===== config.mk =====
export PLATFORM = sky130hd
export DESIGN_NAME = dda_line_pixel_generator
export DESIGN_NICKNAME = d
export VERILOG_FILES = /design/src/hw/rtl/dlpg_pkg.sv /design/src/hw/rtl/dlpg_step.sv /design/src/hw/rtl/dda_line_pixel_generator.sv
export VERILOG_INCLUDE_DIRS = /design/src /design/src/hw/rtl
export SDC_FILE = /design/constraint.sdc
export NUM_CORES = 1
export LEC_CHECK = 0
export CAP_MARGIN = 25
export CORE_ASPECT_RATIO = 0.6
export CORE_UTILIZATION = 45
export CTS_CLUSTER_SIZE = 28
export DETAILED_ROUTE_END_ITERATION = 8
export DONT_BUFFER_PORTS = 1
export PLACE_DENSITY = 0.67
export SYNTH_ARGS = -nofsm -noshare
export SYNTH_HDL_FRONTEND = slang
export SYNTH_HIERARCHICAL = 1
export SYNTH_SLANG_ARGS = --single-unit

===== constraint.sdc =====
create_clock -name clk -period 3.3 [get_ports clk]
set_input_delay 0.165 -clock clk [delete_from_list [all_inputs] [get_ports clk]]
set_output_delay 0.165 -clock clk [all_outputs]
set_load 0.01 [all_outputs]

===== src/hw/rtl/dda_line_pixel_generator_macros.svh =====
// assertion macros for the dda line pixel generator
// no dependencies; included by the top level
`ifndef DDA_LINE_PIXEL_GENERATOR_MACROS_SVH
`define DDA_LINE_PIXEL_GENERATOR_MACROS_SVH

// same-cycle implication
`define DLPG_ASSERT_IMPL(label, clk, rst_n, ante, cons) \
	label: assert property (@(posedge clk) disable iff (!(rst_n)) (ante) |-> (cons)) \
		else $error("dlpg assertion failed");

// next-cycle implication
`define DLPG_ASSERT_NEXT(label, clk, rst_n, ante, cons) \
	label: assert property (@(posedge clk) disable iff (!(rst_n)) (ante) |=> (cons)) \
		else $error("dlpg assertion failed");

`endif


===== src/hw/rtl/dlpg_pkg.sv =====
// shared types and constants for the dda line pixel generator
// no dependencies
`default_nettype none

package dlpg_pkg;

	localparam int unsigned CoordW       = 12;
	localparam int unsigned PixW         = 13;
	localparam int unsigned DefMaxPixels = 64;
	localparam int unsigned InDataW      = 48;
	localparam int unsigned OutDataW     = 32;
	localparam int unsigned CfgIdxW      = 8;

	localparam logic [CfgIdxW-1:0] CFG_OFFSET_X = 8'd0;
	localparam logic [CfgIdxW-1:0] CFG_OFFSET_Y = 8'd1;

	typedef enum logic [2:0] {
		ST_IDLE,
		ST_DIFF,
		ST_CHECK,
		ST_RUN,
		ST_FLAG
	} state_t;

	typedef struct packed {
		logic [CoordW-1:0] adx;
		logic [CoordW-1:0] ady;
		logic              neg_x;
		logic              neg_y;
	} diff_t;

endpackage

`default_nettype wire


===== src/hw/rtl/dlpg_step.sv =====
// dda accumulator: adds the minor length to the remainder and wraps at the major length
// no dependencies
`default_nettype none

module dlpg_step #(
	parameter int unsigned W = 7
) (
	input  wire logic [W-1:0] rem,
	input  wire logic [W-1:0] amin,
	input  wire logic [W-1:0] len,
	output logic      [W-1:0] rem_next,
	output logic              carry
);

	logic [W:0] sum;
	logic [W:0] wrapped;

	always_comb begin
		sum      = {1'b0, rem} + {1'b0, amin};
		wrapped  = sum - {1'b0, len};
		carry    = (sum >= {1'b0, len});
		rem_next = carry ? wrapped[W-1:0] : sum[W-1:0];
	end

endmodule

`default_nettype wire


===== src/hw/rtl/dda_line_pixel_generator.sv =====
// Takes one line segment per transfer and emits one pixel per output transfer along the
// major axis, each shifted by the offset registers; depends on dlpg_pkg, dlpg_step and the macros.
// A line is taken in from ST_IDLE; the block then forms the differences (ST_DIFF), picks
// the axis and checks the length (ST_CHECK), then emits one pixel per cycle while the output
// side is free (ST_RUN), stepping the single accumulator once per pixel; its carry steps
// the minor axis. A zero-length line gives no output; a line longer than MAX_PIXELS gives
// one transfer with tuser set. Input is not accepted while a line is being drawn.
`default_nettype none

`include "dda_line_pixel_generator_macros.svh"

module dda_line_pixel_generator #(
	parameter int unsigned MAX_PIXELS = dlpg_pkg::DefMaxPixels
) (
	input  wire logic                          clk,
	input  wire logic                          arst_n,
	input  wire logic                          s_axis_tvalid,
	output logic                               s_axis_tready,
	// start_x, start_y, end_x, end_y
	input  wire logic [dlpg_pkg::InDataW-1:0]  s_axis_tdata,
	output logic                               m_axis_tvalid,
	input  wire logic                          m_axis_tready,
	// pixel_x, pixel_y, zero fill
	output logic      [dlpg_pkg::OutDataW-1:0] m_axis_tdata,
	output logic                               m_axis_tlast,
	// too_long
	output logic                               m_axis_tuser,
	input  wire logic                          cfg_valid,
	output logic                               cfg_ready,
	input  wire logic [dlpg_pkg::CfgIdxW-1:0]  cfg_index,
	input  wire logic [dlpg_pkg::CoordW-1:0]   cfg_data
);

	import dlpg_pkg::*;

	localparam int unsigned IW = $clog2(MAX_PIXELS + 1);

	state_t state_q, state_d;

	logic [CoordW-1:0] offset_x_q, offset_y_q;
	logic [CoordW-1:0] sx_q, sy_q, ex_q, ey_q;
	diff_t             diff_q;
	logic [CoordW-1:0] len_q, amin_q;
	logic              x_major_q, neg_maj_q, neg_min_q;
	logic [CoordW-1:0] cx_q, cy_q;
	logic [IW-1:0]     i_q, rem_q;

	logic              out_valid_q;
	logic [PixW-1:0]   out_x_q, out_y_q;
	logic              out_last_q, out_flag_q;

	logic              in_xfer, out_free;
	logic [CoordW:0]   dx, dy;
	diff_t             diff_d;
	logic              x_major_d, len_zero, len_over;
	logic [IW-1:0]     len_run, amin_run, rem_next, i_next;
	logic              carry, step_x, step_y, dir_x, dir_y, last_pix;
	logic              load_pix, load_flag;

	dlpg_step #(.W(IW)) u_step (
		.rem      (rem_q),
		.amin     (amin_run),
		.len      (len_run),
		.rem_next (rem_next),
		.carry    (carry)
	);

	assign cfg_ready     = 1'b1;
	assign s_axis_tready = (state_q == ST_IDLE);
	assign in_xfer       = s_axis_tvalid && s_axis_tready;
	assign out_free      = !out_valid_q || m_axis_tready;

	assign m_axis_tvalid = out_valid_q;
	assign m_axis_tdata  = {{(OutDataW - 2 * PixW){1'b0}}, out_y_q, out_x_q};
	assign m_axis_tlast  = out_last_q;
	assign m_axis_tuser  = out_flag_q;

	always_comb begin
		dx           = {1'b0, ex_q} - {1'b0, sx_q};
		dy           = {1'b0, ey_q} - {1'b0, sy_q};
		diff_d.neg_x = dx[CoordW];
		diff_d.neg_y = dy[CoordW];
		diff_d.adx   = dx[CoordW] ? CoordW'(-dx) : dx[CoordW-1:0];
		diff_d.ady   = dy[CoordW] ? CoordW'(-dy) : dy[CoordW-1:0];
		x_major_d    = diff_q.adx > diff_q.ady;
		len_zero     = (diff_q.adx == '0) && (diff_q.ady == '0);
		len_over     = (diff_q.adx > CoordW'(MAX_PIXELS)) ||
			(diff_q.ady > CoordW'(MAX_PIXELS));
		len_run      = len_q[IW-1:0];
		amin_run     = amin_q[IW-1:0];
		i_next       = i_q + IW'(1);
		last_pix     = (i_next == len_run);
		step_x       = x_major_q || carry;
		step_y       = !x_major_q || carry;
		dir_x        = x_major_q ? neg_maj_q : neg_min_q;
		dir_y        = x_major_q ? neg_min_q : neg_maj_q;
	end

	always_comb begin
		state_d   = state_q;
		load_pix  = 1'b0;
		load_flag = 1'b0;
		case (state_q)
			ST_IDLE: begin
				if (in_xfer) state_d = ST_DIFF;
			end
			ST_DIFF: begin
				state_d = ST_CHECK;
			end
			ST_CHECK: begin
				if (len_zero) state_d = ST_IDLE;
				else if (len_over) state_d = ST_FLAG;
				else state_d = ST_RUN;
			end
			ST_RUN: begin
				if (out_free) begin
					load_pix = 1'b1;
					if (last_pix) state_d = ST_IDLE;
				end
			end
			ST_FLAG: begin
				if (out_free) begin
					load_flag = 1'b1;
					state_d   = ST_IDLE;
				end
			end
			default: state_d = ST_IDLE;
		endcase
	end

	always_ff @(posedge clk or negedge arst_n) begin
		if (!arst_n) begin
			state_q     <= ST_IDLE;
			out_valid_q <= 1'b0;
			offset_x_q  <= '0;
			offset_y_q  <= '0;
		end else begin
			state_q <= state_d;
			if (load_pix || load_flag) out_valid_q <= 1'b1;
			else if (m_axis_tready) out_valid_q <= 1'b0;
			if (cfg_valid && cfg_ready) begin
				case (cfg_index)
					CFG_OFFSET_X: offset_x_q <= cfg_data;
					CFG_OFFSET_Y: offset_y_q <= cfg_data;
					default: ;
				endcase
			end
		end
	end

	always_ff @(posedge clk) begin
		if (in_xfer) begin
			sx_q <= s_axis_tdata[11:0];
			sy_q <= s_axis_tdata[23:12];
			ex_q <= s_axis_tdata[35:24];
			ey_q <= s_axis_tdata[47:36];
		end
		if (state_q == ST_DIFF) diff_q <= diff_d;
		if (state_q == ST_CHECK) begin
			x_major_q <= x_major_d;
			len_q     <= x_major_d ? diff_q.adx : diff_q.ady;
			amin_q    <= x_major_d ? diff_q.ady : diff_q.adx;
			neg_maj_q <= x_major_d ? diff_q.neg_x : diff_q.neg_y;
			neg_min_q <= x_major_d ? diff_q.neg_y : diff_q.neg_x;
			cx_q      <= sx_q;
			cy_q      <= sy_q;
			i_q       <= '0;
			rem_q     <= '0;
		end
		if (load_pix) begin
			out_x_q    <= {1'b0, cx_q} + {1'b0, offset_x_q};
			out_y_q    <= {1'b0, cy_q} + {1'b0, offset_y_q};
			out_last_q <= last_pix;
			out_flag_q <= 1'b0;
			i_q        <= i_next;
			rem_q      <= rem_next;
			if (step_x) cx_q <= dir_x ? cx_q - CoordW'(1) : cx_q + CoordW'(1);
			if (step_y) cy_q <= dir_y ? cy_q - CoordW'(1) : cy_q + CoordW'(1);
		end
		if (load_flag) begin
			out_x_q    <= '0;
			out_y_q    <= '0;
			out_last_q <= 1'b1;
			out_flag_q <= 1'b1;
		end
	end

	// checks
	`DLPG_ASSERT_IMPL(a_flag_is_last, clk, arst_n, m_axis_tvalid && m_axis_tuser, m_axis_tlast)
	`DLPG_ASSERT_IMPL(a_index_in_range, clk, arst_n, state_q == ST_RUN, i_q < len_run)
	`DLPG_ASSERT_IMPL(a_rem_in_range, clk, arst_n, state_q == ST_RUN, rem_q < len_run)
	`DLPG_ASSERT_NEXT(a_busy_after_take, clk, arst_n, in_xfer, !s_axis_tready)

endmodule

`default_nettype wire


==> results of run 1 <==
-- cells in the mapped netlist, types with 3 or more instances --
| master | n |
|---|---|
| o31ai_1 | 8 |
| a21boi_0 | 3 |
| o21ai_0 | 70 |
| and3_1 | 7 |
| nor2b_1 | 11 |
| a31oi_1 | 20 |
| or2_2 | 5 |
| dfrtp_1 | 28 |
| a21o_1 | 19 |
| clkbuf_1 | 21 |
| mux2i_1 | 9 |
| a22o_1 | 3 |
| a32o_1 | 4 |
| mux2_2 | 47 |
| nor4_1 | 8 |
| ha_1 | 97 |
| nand2b_1 | 12 |
| xnor2_1 | 50 |
| inv_1 | 81 |
| nand3_1 | 22 |
| nand4_1 | 7 |
| nor3_1 | 11 |
| nor3b_1 | 3 |
| dfxtp_1 | 52 |
| nor2_1 | 66 |
| fa_1 | 8 |
| and2_1 | 11 |
| o211ai_1 | 6 |
| edfxtp_1 | 105 |
| a21oi_1 | 67 |
| buf_4 | 7 |
| a211oi_1 | 11 |
| o21a_1 | 12 |
| a31o_2 | 3 |
| a211o_1 | 4 |
| o31a_1 | 3 |
| a221oi_1 | 4 |
| nand2_1 | 84 |
| or3_1 | 8 |
| xor2_1 | 32 |
| o21bai_1 | 11 |
-- layout make-up --
cell class	count	area, um^2	share of cell area (%)
clock buffer	18	429.2	3.343
clock inverter	14	82.58	0.6433
inverter	82	307.8	2.398
multi-input combinational	788	5866	45.69
sequential	185	4895	38.13
tap	322	402.9	3.138
timing repair buffer	91	854.6	6.657
-- logic make-up after synthesis --
logic type | count (synthesis)
simple gates | 265
compound gates | 273
fa+ha+maj | 105
xor+xnor | 82
flops | 185
buf+inv | 112
other cells | 2
mux | 56
-- registers in the layout (all words and copies together) (netlist names), 3 cells and up --
name        cells
out_x_q        13
amin_q          7
out_y_q        13
offset_y_q     12
i_q             7
offset_x_q     12
rem_q           7
ey_q           12
sx_q           12
len_q           7
ex_q           12
diff_q         26
state_q         3
sy_q           12
cx_q           12
cy_q           12
-- power breakdown --
part           total, mW  switching, mW  internal (mW)  leakage (nW)
registers           4.41          0.802           3.61          1.79
clock network       1.86          0.914          0.947         0.239
logic               8.70           4.72           3.98          3.34
-- through the flow --
step | setup TNS [ns] | hold WS [ns] | setup slack [ns]
after global placement | 0 | -0.1297 | 0.03874
after detailed placement | -0.03222 | -0.1296 | -0.03222
final | 0 | 0.03597 | 0.02270
after global routing | -0.1055 | 0.05859 | -0.1055
after CTS | -0.002431 | 0.009466 | -0.002431
after floorplan | 0 | -0.1306 | 0.04512
-- timing repair --
action | CTS | global route
hold endpoints to repair | 101 | 0
pin swaps | 9 | 7
resized for setup | 3 | 9
buffers inserted | 1 | 3
hold buffers | 63 | 0
endpoints found under the setup margin | 2 | 15
-- worst min-delay path by stage --
stage | endpoint | slack, ns
6_report | state_q[2] | 0.04
5_1_grt | state_q[2] | 0.06
3_5_place_dp | m_axis_tvalid | -0.13
2_1_floorplan | m_axis_tvalid | -0.13
4_1_cts | state_q[2] | 0.009
3_3_place_gp | m_axis_tvalid | -0.13
-- layout by cell type (no fill, tap or decap), types with 12 or more instances in the layout --
master and n:
a21oi_1 66, xor2_1 32, edfxtp_1 105, nand3_1 22
dlygate4sd3_1 62, a21o_1 19, dfxtp_1 52, xnor2_1 50
mux2_2 46, o21ai_0 70, nand2_1 83, ha_1 95
clkbuf_16 17, nand2b_1 12, dfrtp_1 28, buf_4 27
nor2_1 66, inv_1 81, a31oi_1 19
-- metal layers --
metal | vias to the layer above | routed length [um] | track usage, %
met3 | 27 | 1910 | 5.311
met1 | 3889 | 13740 | 32.85
met2 | 243 | 10240 | 30.15
met5 | - | 0 | 0
li1 | 4079 | - | -
met4 | 0 | 357 | 7.269
-- worst max-delay path, stage by stage (launching register included) --
cell and delay, ns:
edfxtp_1 0.39, ha_2 0.20, fa_2 0.39, buf_4 0.15
xor2_1 0.16, ha_1 0.30, a21o_1 0.20, a21oi_2 0.18
and3_4 0.23, o21ai_4 0.06, or2_4 0.25, nand2_4 0.08
mux2_4 0.29, a221o_1 0.28
==> run metrics, run 1 <==
outcome=finished, final reports clean; Vias=between 8000 and 9000; Synth Flop Type=edfxtp_1; hold depth=3; Worst Hold Launch=m_axis_tready; vias in the first global route=between 7000 and 8000; net count reported at finish=1343; GRT overflow=0; Fin. Hold Viols=0; Yosys top cell area share=28.36%; final core occ=between 50% and 60%; Iteration-0 DRC Markers=between 600 and 700; core footprint=between 20000 and 25000 um^2; synth warn=6; overall routed net length=26.24 mm; die area=approximately 25000 um^2; CTS clk-pin slew, worst paths=approximately 0.07 ns; Synth Area in Simple Gates=a little under an eighth; Worst setup startpoint=amin_q[0]; Die Ht=123.8 um; ANT cells=0; FF-to-FF path depth=13; DP HPWL=20.16 mm; CTS tree=done; Area Growth Syn to Fin=15.48%; Detailed Routing Iterations Pass 1=5; peak supply drop=about 530 uV; Avg WL per Cell=approximately 17 um; worst skew pair latency=0.45 ns; initial core utilization=approximately 46%; PortBufs=0; skew final=approximately 0.01 ns; fin. max-slew vios=0; Finished Cell Area=12840 um^2; Yosys top cell by area=edfxtp_1; largest family of logic cells by synthesized area=compound AO/OA/AOI/OAI gates; RSZ-0062 raised after global routing=yes; clock root buffer=clkbuf_16; post-synthesis compound-gate area fraction=between 10% and 20%; Post-synth EDFFs=about 110; Finished Layout Cells=1500; measured slew at the worst slew-check pin=0.7353 ns; largest cells by area after synthesis=edfxtp_1 28%, ha_1 11%, dfxtp_1 9.4%, dfrtp_1 6.3%, mux2_2 4.8%; gpl congestion=about 0.89; DRT antenna net count=0; initial antenna violation count=1; max-cap violations=0; Power Total=14.97 mW; Period Utilization, post-route=around 99%; PD cells=around 1200 nW/um^2; LEAKAGE=between 5 and 6 nW; Row Count=44; Data arrival, critical path=between 3 and 4 ns; Mapped Cells=around 1100; crit end category=flip-flop; # setup viols final=0; reg-to-reg startpoint=amin_q[0]; Adder-Cell Fraction of Synth Area=12.36%; global-route wire length before repair=41.88 mm; Tmin final=3.277 ns; Worst slew margin=about half; #FFs+latches synth=approximately 190; mux cell area share after synthesis=5.571%; layout cells sized above 1=a little under an eighth; flop-to-flop setup slack=0.02 ns; Worst Setup Start Kind=flip-flop; ys async rst share=between 15 and 20%; Horiz. Die Dim=between 200 and 250 um; Post-Syn Area=about 11000 um^2; number of fill cells=between 2000 and 2500; Placed Cells=1401; FF-to-FF End=cx_q[11]; Post-Synth XOR/XNOR Area=6.460%; GRT Util Overall=a little over a fifth; largest net degree at the start of global routing=49; DP Area=approximately 12000 um^2; Hold WC Path Type=input pin to flip-flop; fmax=between 300 and 400 MHz; DRC violations left=0; Setup crit end=cx_q[11]; CTS buffer count=17; Max Root-Sink Buffers=2; average via count per standard cell=~5.5; Syn Area/Cell=slightly above 10 um^2; register area share after synthesis=44.03%; crit-path max FO=3; clock sink total=185; critical path type=flip-flop to flip-flop; H-tree Lvls=4; Yosys cell types=74; worst endpoint required time=~3.6 ns; io pins=between 100 and 150
No activity file was read; power rests on OpenSTA's default activity.
==> inputs of run 2 (changes only) <==
REMOVE_ABC_BUFFERS = 1   (was not set)
SYNTH_HIERARCHICAL = not set   (was 1)
==> run metrics, run 2 <==
outcome=complete, but fails checks; violated checks=setup timing; WL met3=1.931 mm (+1.1%); Vias=8111 (-1.5%); # setup viols final=28 (+28); worst path cell trace=ha_2, fa_2, a21oi_2, nor2_1, nor2_1, o21bai_1, a21oi_1, xnor2_1, ha_2, a211o_1, a311oi_2, o21ai_1, o21ai_2, o21ai_4, o21ai_1, buf_4, mux2i_1, o221ai_1; Horiz. Die Dim=202.1 um (-1.4%); Top Registers=diff_q: 26 flops, out_x_q: 13 flops, out_y_q: 13 flops; Detailed Routing Iterations Pass 1=4 (-1); Finished Cell Area=12870 um^2 (+0.22%); PD cells=1235 nW/um^2 (+5.9%); clock root buffer=clkbuf_16; Row Count=43 (-2.3%); DRC violations left=0 (unchanged); worst endpoint required time=3.62 ns (-0.02 ns); Synth Flop Type=edfxtp_1; most frequent cells in the layout=105 x edfxtp_1, 95 x ha_1, 90 x nand2_1; fin. max-slew vios=0 (unchanged); Iteration-0 DRC Markers=596 (-11%); net count reported at finish=1345 (+0.15%); layout cells sized above 1=12.71% (+0.83 points); most frequent cells after synthesis=105 x edfxtp_1, 97 x ha_1, 91 x nand2_1; Placed Cells=1382 (-1.4%); DP HPWL=19.38 mm (-3.8%); Finished Layout Cells=1496 (-0.27%); worst skew pair latency=0.45 ns (about the same); CTS buffer count=17 (unchanged); register area share after synthesis=45.27% (+1.2 points); Worst slew margin=56.95% (+6.0 points); Tmin final=3.443 ns (+0.1659 ns); Data arrival, critical path=3.77 ns (+0.16 ns); commonest non-fill, non-tap cell in the layout=edfxtp_1; Avg WL per Cell=17.41 um (-0.49%); largest cells by area after synthesis=edfxtp_1 29%, ha_1 11%, dfxtp_1 9.6%, dfrtp_1 6.5%, xnor2_1 4.2%; GRT Util Overall=21.96% (+0.14 points); Die Ht=122.1 um (-1.4%); Area Growth Syn to Fin=18.99%; uppermost routed layer=met4; critical path type=flip-flop to flip-flop; skew final=0.009476 ns (-0.0005211 ns); synth warn=0 (-6); clock sink total=185 (unchanged); overall routed net length=26.04 mm (-0.75%); initial core utilization=46.31% (+0.41 points); average via count per standard cell=5.422 (-1.3%); global-route wire length before repair=41.37 mm (-1.2%); #FFs+latches synth=185 (unchanged); Post-synth EDFFs=105 (unchanged); initial antenna violation count=1 (unchanged); Post-Syn Area=10810 um^2 (-2.7%); crit end category=flip-flop; worst slack at placement=-0.3399 ns (-0.3076 ns); Final Worst Setup Slack=-0.1432 ns (-0.1659 ns); Yosys top cell by area=edfxtp_1; H-tree Lvls=4 (unchanged); Yosys top cell area share=29.16% (+0.80 points); Power Total=15.89 mW (+6.2%); crit-path max cell delay=0.38 ns (about the same); GRT overflow=0 (unchanged); Syn Area/Cell=10.22 um^2 (-0.71%); CTS tree=done; Period Utilization, post-route=104.3% (+5.0 points); count leader, synth=edfxtp_1; fmax=290.4 MHz (-4.8%); Max Root-Sink Buffers=2 (unchanged); core footprint=23350 um^2 (-3.6%); Hold WC Path Type=input pin to flip-flop; LEAKAGE=5.486 nW (+2.1%); die area=24670 um^2 (-2.7%); largest net degree at the start of global routing=49 (unchanged); RSZ-0062 raised after global routing=yes; measured slew at the worst slew-check pin=0.6457 ns (-0.08960 ns); Worst Setup Start Kind=flip-flop; CTS clk-pin slew, worst paths=0.07 ns (about the same); vias in the first global route=7754 (-0.50%); Yosys cell types=60 (-19%); DRT antenna net count=0 (unchanged); gpl congestion=0.9061 (+2.3%); max FFs per register=26 (unchanged); WL met2=10.49 mm (+2.5%); PortBufs=0 (unchanged); Fin. Hold Viols=0 (unchanged); peak supply drop=652.1 uV (+22%); ys async rst share=15.14% (unchanged); crit-path max FO=5 (+2); Worst path slowest cell=edfxtp_1; Top reg by flops=diff_q; io pins=110 (unchanged); Mapped Cells=1058 (-2.0%); final hold slack=0.02948 ns (-0.006483 ns); DP Area=11370 um^2 (-2.1%); Met1 Wirelength=13.32 mm (-3.0%); max-cap violations=0 (unchanged)
## run 2: changes by cell type after synthesis, sizes merged, moves of 7 or more
| cell | before | now |
|---|---|---|
| nor2 | 66 | 79 |
| a21oi | 69 | 54 |
| and2 | 12 | 5 |
| mux2 | 47 | 32 |
| nand2 | 84 | 91 |
| a21o | 19 | 28 |
## run 2: cells by family (layout without fill, tap and decap cells)
group,count (synthesis),count (layout),share of synthesized area (%)
other,2,8,0.06945
adder cells (fa/ha/maj),105,105,12.71
AO/OA/AOI/OAI,254,254,15.03
buffers and inverters,110,227,4.062
multiplexers,41,41,4.166
flip-flops,185,185,45.27
XOR/XNOR,87,87,7.047
AND/OR/NAND/NOR,274,274,11.65
## run 2: report_power, final
| part | internal, mW | leakage (nW) | total [mW] | switching, mW |
|---|---|---|---|---|
| Combinational | 4.32 | 3.42 | 9.38 | 5.06 |
| Clock | 1.15 | 0.274 | 2.07 | 0.912 |
| Sequential | 3.64 | 1.79 | 4.44 | 0.799 |
## run 2: routing by layer
| metal | GRT usage [%] | vias up |
|---|---|---|
| li1 | - | 4008 |
| met1 | 33.11 | 3818 |
| met2 | 30.95 | 258 |
| met3 | 5.457 | 27 |
| met4 | 5.780 | 0 |
| met5 | 0 | - |
## run 2: layout make-up
| class | count | area (um^2) |
|---|---|---|
| tap | 315 | 394.1 |
| inverter | 78 | 292.8 |
| sequential | 185 | 4895 |
| multi-input combinational | 768 | 5628 |
| timing repair buffer | 117 | 1074 |
| antenna | 1 | 2.502 |
| fill | 2002 | 10480 |
| clock inverter | 11 | 120.1 |
| clock buffer | 21 | 460.4 |
## run 2: critical path, delay by kind of cell (launching register included)
kind,cells,cell delay (ns)
xor gates and xnor gates,1,0.12
muxes,1,0.19
and+or+nand+nor,2,0.21
AOI/OAI and AO/OA,10,1.47
adders and majority gates,3,0.77
DFF,1,0.38
buffers and inverters,1,0.16
## run 2: worst paths after layout
check / startpoint / endpoint / slack, ns / cells past startpoint
max reg2reg: rem_q[0] / cy_q[11] / -0.14 / 18
min in group asynchronous: arst_n / state_q[1] / 0.17 / 2
min: m_axis_tready / m_axis_tvalid / 0.03 / 2
min reg2reg: out_y_q[10] / out_y_q[10] / 0.50 / 2
max in group asynchronous: arst_n / offset_y_q[4] / 2.96 / 2
max: rem_q[0] / cy_q[11] / -0.14 / 18
## run 2: metrics by stage
stage,utilization (%),setup TNS [ns]
finish,55.10,-1.907
global route,55.09,-7.882
CTS,54.50,-0.1011
detailed placement,48.68,-8.633
global placement,48.68,-6.388
floorplan,-,-19.03
## run 2: what timing repair did
item                       in CTS  in global routing
hold buffers                   62                  0
cloned                          0                  1
hold endpoints to repair      100                  0
gates resized for setup        16                 22
setup endpoints to repair      31                 42
buffers inserted               14                  5
pin swaps                      12                  5
==> inputs of run 3 (changes only) <==
PLACE_DENSITY = 0.65   (was 0.67)
clock period = 3.6 ns   (was 3.3 ns; I/O delays follow)
==> run metrics, run 3 (synthesis gave the netlist of run 2 again) <==
CTS clk-pin slew, worst paths=0.07 ns (about the same); initial core utilization=46.31% (unchanged); Power Total=13.66 mW (-14%); # setup viols final=0 (-100%); final hold slack=0.02759 ns (-0.001896 ns); LEAKAGE=5.379 nW (-1.9%); Worst Setup Start Kind=flip-flop; gpl congestion=0.9277 (+2.4%); Worst slew margin=43.36% (-14 points); Tmin final=3.496 ns (+0.05306 ns); FF-to-FF End=cy_q[11]; Row Count=43 (unchanged); Worst setup startpoint=amin_q[0]; ANT cells=0 (-1); max-cap violations=0 (unchanged); clock root buffer=clkbuf_16; Hold WC Path Type=input pin to flip-flop; FF-to-FF path depth=17 (-1); area of the multi-input gates=5593 um^2 (-0.62%); final setup TNS=0 ns (+1.907 ns); average via count per standard cell=5.395 (-0.50%); Finished Cell Area=12650 um^2 (-1.7%); max FFs per register=26 (unchanged); Die Ht=122.1 um (unchanged); PortBufs=0 (unchanged); Vias=7925 (-2.3%); fmax=286.0 MHz (-1.5%); vias in the first global route=7473 (-3.6%); worst endpoint required time=3.93 ns (+0.31 ns); largest net degree at the start of global routing=37 (-24%); CTS tree=done; DRT antenna net count=0 (unchanged); Avg WL per Cell=17.53 um (+0.69%); PD cells=1079 nW/um^2 (-13%); outcome=finished, final reports clean; RSZ-0062 raised after global routing=yes; GRT overflow=0 (unchanged); Data arrival, critical path=3.83 ns (+0.06 ns); number of fill cells=2077 (+3.7%); io pins=110 (unchanged); CTS buffer count=17 (unchanged); DP HPWL=19.37 mm (about the same); core footprint=23350 um^2 (unchanged); Horiz. Die Dim=202.1 um (unchanged); Top Registers=diff_q: 26 flops, out_x_q: 13 flops, out_y_q: 13 flops; reg-to-reg startpoint=amin_q[0]; Max Root-Sink Buffers=2 (unchanged); Placed Cells=1365 (-1.2%); Setup crit end=cy_q[11]; skew final=0.01368 ns (+0.004200 ns); measured slew at the worst slew-check pin=0.8444 ns (+0.1986 ns); register area=4895 um^2 (unchanged); overall routed net length=25.75 mm (-1.1%); net count reported at finish=1319 (-1.9%); H-tree Lvls=4 (unchanged); crit-path max FO=6 (+1); commonest non-fill, non-tap cell in the layout=edfxtp_1; crit end category=flip-flop; Period Utilization, post-route=97.12% (-7.2 points); DP Area=11240 um^2 (-1.1%); most frequent cells in the layout=105 x edfxtp_1, 95 x ha_1, 91 x nand2_1; DRC violations left=0 (unchanged); GRT Util Overall=21.63% (-0.33 points); die area=24670 um^2 (unchanged); peak supply drop=549.5 uV (-16%); fin. max-slew vios=0 (unchanged); Finished Layout Cells=1469 (-1.8%); clock sink total=185 (unchanged); Fin. Hold Viols=0 (unchanged); Detailed Routing Iterations Pass 1=5 (+1); initial antenna violation count=0 (-1); flop-to-flop setup slack=0.10 ns (+0.25 ns); global-route wire length before repair=40.53 mm (-2.0%); Iteration-0 DRC Markers=449 (-25%); layout cells sized above 1=10.23% (-2.5 points); worst skew pair latency=0.46 ns (about the same); critical path type=flip-flop to flip-flop; Top reg by flops=diff_q; Area Growth Syn to Fin=17.02%
==> run 3: cell count changes in the layout (fill, tap and decap cells not counted), moves of 3 or more <==
cell	before	now
inv_6	3	6
nor2_2	6	3
nor2_1	71	76
buf_4	50	23
==> run 3: metrics by stage <==
step	setup slack (ns)	utilization, %
after floorplan	-0.7533	-
after global placement	-0.008646	48.13
after detailed placement	-0.06454	48.13
after CTS	0.02065	53.33
after global routing	-0.05608	54.19
final	0.1037	54.19
==> run 3: how the worst min path moves through the flow <==
stage                                to     startpoint  slack (ns)  cells after the start
final                     m_axis_tvalid  m_axis_tready        0.03                      2
after global routing      m_axis_tvalid  m_axis_tready        0.03                      2
after CTS                 m_axis_tvalid  m_axis_tready       0.008                      2
after detailed placement  m_axis_tvalid         arst_n       -0.11                      0
after global placement    m_axis_tvalid         arst_n       -0.11                      0
after floorplan           m_axis_tvalid         arst_n       -0.12                      0
==> run 3: critical path: stages, from the launching register on <==
cell and delay [ns]:
edfxtp_1 0.38, ha_2 0.21, fa_2 0.36, a21oi_2 0.14, nor2_1 0.05, nor2_1 0.15
buf_4 0.13, xnor2_1 0.15, ha_1 0.29, and4_1 0.22, a311oi_2 0.28, o21ai_1 0.12
o21ai_2 0.10, o21ai_2 0.11, o21ai_1 0.18, buf_4 0.20, mux2i_1 0.19, o221ai_1 0.13
==> run 3: final cells by class <==
cell class | instances | area share [%]
clock inverter | 14 | 1.068
multi-input combinational | 768 | 44.20
inverter | 78 | 2.314
clock buffer | 18 | 3.471
timing repair buffer | 91 | 7.149
sequential | 185 | 38.68
tap | 315 | 3.115
==> run 3: where the power goes <==
group | internal [mW] | switching, mW
Combinational | 3.44 | 4.26
Clock | 0.988 | 0.882
Sequential | 3.34 | 0.749
==> run 3: timing repair <==
item | in CTS | in global routing
cloned | 0 | 1
endpoints found under the setup margin | 20 | 32
pin swaps | 0 | 5
hold endpoints to repair | 100 | 1
gates resized for setup | 4 | 19
hold buffers | 62 | 1
setup buffers | 0 | 7
==> run 3: routing by layer <==
layer	part of all wire [%]	track usage, %
met1	54	33.56
met2	39	29.73
met3	6.3	4.735
met4	1.4	5.827
met5	0	0
